`config.mk`:
```
export PLATFORM = sky130hd
export DESIGN_NAME = grbf_div
export DESIGN_NICKNAME = d
export VERILOG_FILES = /design/src/grbf_pkg.sv /design/src/grbf_div.sv
export SDC_FILE = /design/constraint.sdc
export NUM_CORES = 1
export LEC_CHECK = 0
export BUFFER_PORTS_ARGS = -buffer_cell sky130_fd_sc_hd__buf_2
export CORE_UTILIZATION = 55
export CTS_CLUSTER_DIAMETER = 80
export DETAILED_ROUTE_END_ITERATION = 8
export GPL_TIMING_DRIVEN = 1
export PLACE_DENSITY = 0.89
export SETUP_SLACK_MARGIN = 0.1
export SLEW_MARGIN = 20
export SYNTH_ARGS = -nofsm -noshare
export SYNTH_HDL_FRONTEND = slang
export SYNTH_SLANG_ARGS = --single-unit
```
`constraint.sdc`:
```
create_clock -name clk_i -period 4.89 [get_ports clk_i]
set_input_delay 0.2445 -clock clk_i [delete_from_list [all_inputs] [get_ports clk_i]]
set_output_delay 0.2445 -clock clk_i [all_outputs]
set_load 0.05 [all_outputs]
```
`src/grbf_pkg.sv`:
```
// Shared types and constants of the Gaussian radial basis network evaluator.
// No dependencies.
package grbf_pkg;

  localparam int unsigned DefNumInputs  = 4;
  localparam int unsigned DefNumBases   = 8;
  localparam int unsigned DefNumOutputs = 2;

  localparam logic [63:0] EpsDen  = 64'd281474977;
  localparam logic [63:0] EpsWsum = 64'd17;
  localparam logic [31:0] BfMax   = 32'd32 << 24;

  // Reciprocals scaled by 2^32 for exact division of small values by 6 and 24.
  localparam logic [31:0] Recip6  = 32'd715827883;
  localparam logic [31:0] Recip24 = 32'd178956971;

  typedef enum logic {
    OpLoad   = 1'b0,
    OpSample = 1'b1
  } op_e;

  // Control handed to the shared divider.
  typedef struct packed {
    logic        start;
    logic [63:0] num;
    logic [63:0] den;
  } div_req_t;

  typedef struct packed {
    logic        done;
    logic [63:0] quo;
    logic [63:0] rem;
  } div_rsp_t;

endpackage

```
`src/grbf_div.sv`:
```
// Shared unsigned 64-bit restoring divider, one quotient bit per cycle.
// Depends on grbf_pkg.
module grbf_div
  import grbf_pkg::*;
(
  input  logic     clk_i,
  input  logic     rst_ni,
  input  div_req_t req_i,
  output div_rsp_t rsp_o
);

  logic [63:0] quo_q, rem_q, den_q;
  logic [6:0]  cnt_q;
  logic        busy_q, done_q;
  logic [64:0] trial;

  assign trial = {rem_q, quo_q[63]} - {1'b0, den_q};

  always_ff @(posedge clk_i or negedge rst_ni) begin
    if (!rst_ni) begin
      busy_q <= 1'b0;
      done_q <= 1'b0;
      cnt_q  <= '0;
    end else begin
      done_q <= 1'b0;
      if (req_i.start) begin
        busy_q <= 1'b1;
        cnt_q  <= 7'd64;
      end else if (busy_q) begin
        cnt_q <= cnt_q - 7'd1;
        if (cnt_q == 7'd1) begin
          busy_q <= 1'b0;
          done_q <= 1'b1;
        end
      end
    end
  end

  always_ff @(posedge clk_i) begin
    if (req_i.start) begin
      quo_q <= req_i.num;
      rem_q <= '0;
      den_q <= req_i.den;
    end else if (busy_q) begin
      if (!trial[64]) begin
        rem_q <= trial[63:0];
        quo_q <= {quo_q[62:0], 1'b1};
      end else begin
        rem_q <= {rem_q[62:0], quo_q[63]};
        quo_q <= {quo_q[62:0], 1'b0};
      end
    end
  end

  assign rsp_o.done = done_q;
  assign rsp_o.quo  = quo_q;
  assign rsp_o.rem  = rem_q;

endmodule

```
# == Word level (Yosys, flattened, before mapping) ==
# Index checks and enable logic that the tools add are counted.
# totals
reg_bits,201
in_bits,131
wordCells,22
# classes
add_sub_neg,2
n_eq_ne,1
muxes,12
reduce_logical,1
# ops
operator,count
$mux 64,3
$sub 65x64->65,1
$mux 7,2
$eq 7x1->1 const B,1
$mux 1,7
$sub 7x1->7 const B,1
$reduce_bool 2->1,1

# == Logic depth before layout (Yosys ltp) ==
# depth
ltp_word,4
mapped_depth,15
mapped_depth_nobuf,14

# == Least setup slack after synthesis ==
# OpenSTA, ideal clock, no wires.
# synth_path
kind,reg2reg
start,register quo_q[63]
end,register rem_q[17]
setup_time_ps,86
arrival_time_ps,3856
required_ps,4804
slack_ps,948
stages_incl_launch_ff,16
synth_period_minus_slack_ps,3942
path_cell_list,edfxtp_1 > inv_1 > ha_1 > fa_1 > nand2b_1 > a21oi_1 > o41a_1 > a41oi_1 > or3_4 > and2_4 > or3_1 > and3_1 > buf_6 > buf_4 > mux2i_1 > a211oi_1
# synth_via
elab_chain_len,2
# synth_lines
element,line_no,rtl
start: declaration,grbf_div.sv:12,"logic [63:0] quo_q, rem_q, den_q;"
start signal: assignment,grbf_div.sv:41,quo_q <= req_i.num;
start signal: assignment,grbf_div.sv:47,"quo_q <= {quo_q[62:0], 1'b1};"
start signal: assignment,grbf_div.sv:50,"quo_q <= {quo_q[62:0], 1'b0};"
$sub 65x64->65,grbf_div.sv:17,"assign trial = {rem_q, quo_q[63]} - {1'b0, den_q};"
$mux 64,grbf_div.sv:45,if (!trial[64]) begin
end signal: assignment,grbf_div.sv:46,rem_q <= trial[63:0];
end signal: assignment,grbf_div.sv:49,"rem_q <= {rem_q[62:0], quo_q[63]};"
end: declaration,grbf_div.sv:12,
# No other way between the ends.
# A chain may end at the register's enable or synchronous reset.

# == Worst setup path after layout ==
# layout_path
start,register quo_q[63]
end,register rem_q[41]
# The elaborated chain is that of the path after synthesis.

==> metrics.txt <==
biggest area contributors in the synthesized netlist=edfxtp_1 (33%), dfxtp_1 (11%), ha_1 (7.1%); global placement routability congestion=0.934; total design power=9060 µW; number of synthesis warnings=0; area taken by flip-flops and latches=5350 µm²; mean number of vias per cell=5.72; first-pass iteration count of the detailed router=8; portion of the clock cycle consumed by the worst path in the final layout=90.7%; FF+latch count, synth=201; worst supply voltage drop on vdd=439 µV; count of different cell masters after synthesis=71; result of the run=finished, final reports clean; clock sink count=201; area enclosed by the die boundary=21,800 µm²; Total Neg Setup Slack=0 ps; final layout net count=1,683; Iteration-0 DRC Markers=707; EDFF count, synth=128; critical path's largest stage delay=750 ps; total global routing track utilization=29.0%; cell type with the highest aggregate area in the netlist=edfxtp_1; worst hold-check slack=21.1 ps; Port Buf Inserts=259; x dimension of the die=148 µm; unrepaired setup endpoints after global routing=no; count of final setup violators=0; clock tree buffer depth=3; Initial Utilization=56.8%; antenna violations before repair=1; ratio of cells with drive above 1 in the final layout=25.0%; CTS clk-pin slew, worst paths=60 ps; number of maximum-capacitance violations=0; Worst EP required=5240 ps; number of gates resized after cts=0; Cell Chain, Critical Path=inv_1, ha_1, fa_1, nand2b_1, a21oi_1, o41a_1, a41oi_1, or3_4, and2_4, o211ai_1, and3_1, buf_4, mux2i_1, a211oi_1; H-Tree Level Count=1; Worst Path Arrival=4790 ps; highest-delay cell along the critical path=and3_1; via count=10,100; post-detailed-route DRC marker count=0; mean cell area of the mapped netlist=9.81 µm²; final critical path time including I/O delays and setup=4440 ps; DRT Wirelength=32,200 µm; global route overflow=0; Crit. End Element=flip-flop; die span in y=148 µm; Hold Path Class=primary input to flip-flop; HPWL after detailed placement=22,300 µm; Rows=52; global-route wire length before repair=50,600 µm; ys flop type=edfxtp_1; Max Slew Vio Count=0; sequential element share of the synthesized area=45.9%; Layout fillers=1,515; area used by multi-input combinational logic=5740 µm²; final hold viol count=0; IO Pins=260; maximum clock skew at final layout=15.0 ps; maximum number of pins on one net before global-route repair=84; via count of the first global-routing pass=10,100; share of Yosys cell area claimed by the top area cell type=33.0%; Clock Latency Late Sink=530 ps; maximum frequency from static timing analysis=225 MHz; instance count of the mapped netlist=1,187; post-synthesis to final-layout area growth=24.6%; Max transition margin=32.1%; average wire length per cell after detail routing=18.2 µm; area of the mapped netlist=11,600 µm²; Leak=0.00642 µW; share of synthesized registers carrying an async set or reset=4.48%; power density over the cells=624 nW/µm²; number of clock buffers inserted by TritonCTS=23; antenna-violating nets left=0; core box area=20,500 µm²; Slew @ Worst Pin=1020 ps; Placement Setup Slack=499 ps; critical path type=flip-flop to flip-flop; clock tree from TritonCTS=yes; Root Buffer=clkbuf_16; total nets after synthesis=1,385; Worst Setup Start Kind=flip-flop; fin worst setup slack=452 ps; top fanout value on the critical path=16
==> per-layer routing <==
layer / vias to the layer above / share of wire (%) / track usage (%)
met2: 448 / 50 / 52.9
met3: 90 / 7.5 / 6.05
met1: 4701 / 38 / 33.3
met4: 0 / 4.0 / 11.0
met5: - / 0 / 0
li1: 4897 / - / -
==> cell families after synthesis <==
family | synth area share (%)
xor+xnor | 4.66
simple gates | 12.4
buf+inv | 4.83
mux | 8.26
compound gates | 16.7
flops | 45.9
fa+ha+maj | 7.26
==> Yosys cell counts (23+ instances only) <==
cell / count
a211oi_1: 41
a21oi_1: 113
clkbuf_1: 45
dfxtp_1: 64
edfxtp_1: 128
ha_1: 66
inv_1: 79
mux2_2: 63
mux2i_1: 23
nand2_1: 86
nor2_1: 128
o21ai_0: 62
xnor2_1: 27
xor2_1: 35
==> placed cells by master (no fill, tap or decap), drive strengths merged, types with 5 or more instances in the layout <==
| cell type | instances |
|---|---|
| o31ai | 6 |
| o21ai | 66 |
| nor2b | 11 |
| nand2 | 86 |
| clkbuf | 31 |
| dfxtp | 64 |
| o21a | 9 |
| a21o | 20 |
| ha | 66 |
| and3 | 7 |
| a31oi | 7 |
| dlygate4sd3 | 66 |
| xnor2 | 27 |
| mux2 | 65 |
| nand2b | 18 |
| a21oi | 113 |
| nand3 | 13 |
| nor3 | 12 |
| a211oi | 41 |
| clkinv | 6 |
| dfrtp | 9 |
| xor2 | 35 |
| a32oi | 5 |
| buf | 268 |
| nor2 | 128 |
| or3 | 8 |
| o21bai | 7 |
| mux2i | 23 |
| edfxtp | 128 |
| inv | 80 |
| nand4 | 18 |
==> area by class of cell <==
class | count | share of cell area, %
Clock buffer | 31 | 4.31
Clock inverter | 10 | 0.793
Tap cell | 270 | 2.33
Inverter | 79 | 2.04
Multi-Input combinational cell | 846 | 39.5
Timing Repair Buffer | 334 | 14.1
Sequential cell | 201 | 36.9
Antenna cell | 1 | 0.0172
==> repair_timing <==
item	4_1_cts	5_1_grt
buffers inserted	0	0
endpoints found under the hold margin	74	0
hold buffers	66	0
==> worst paths after layout <==
| check | from | to | slack (ps) | depth (start not counted) |
|---|---|---|---|---|
| min in group asynchronous | rst_ni | cnt_q[4] | 150 | 2 |
| worst min register to register | rem_q[5] | rem_q[5] | 510 | 2 |
| worst max-delay path | quo_q[63] | rem_q[41] | 450 | 14 |
| max in group asynchronous | rst_ni | busy_q | 4530 | 2 |
| worst min-delay path | req_i[120] | quo_q[56] | 20 | 2 |
| worst max register to register | quo_q[63] | rem_q[41] | 450 | 14 |
==> report_power, final <==
group / switching, µW / total (µW) / internal (µW)
clock network: 703 / 1710 / 1010
registers: 368 / 2580 / 2210
logic: 3180 / 4770 / 1580
==> worst max-delay path: cells and delay by family (launching register included) <==
family | cells | cell delay (ps)
mux | 1 | 240
simple gates | 4 | 1590
flops | 1 | 360
compound gates | 5 | 1080
fa+ha+maj | 2 | 610
buf+inv | 2 | 370
==> registers in the layout (all words and copies together) (netlist names) <==
signal  cells
quo_q      64
busy_q      1
den_q      64
done_q      1
cnt_q       7
rem_q      64
==> stage by stage <==
stage / util, % / area [µm²] / instances
floorplan: - / 11600 / 1187
global placement: 63.9 / 13100 / 1664
detailed placement: 63.9 / 13100 / 1664
CTS: 70.8 / 14500 / 1771
global route: 70.8 / 14500 / 1772
finish: 70.8 / 14500 / 1772
Note: power is estimated with default switching activity, not from simulation.
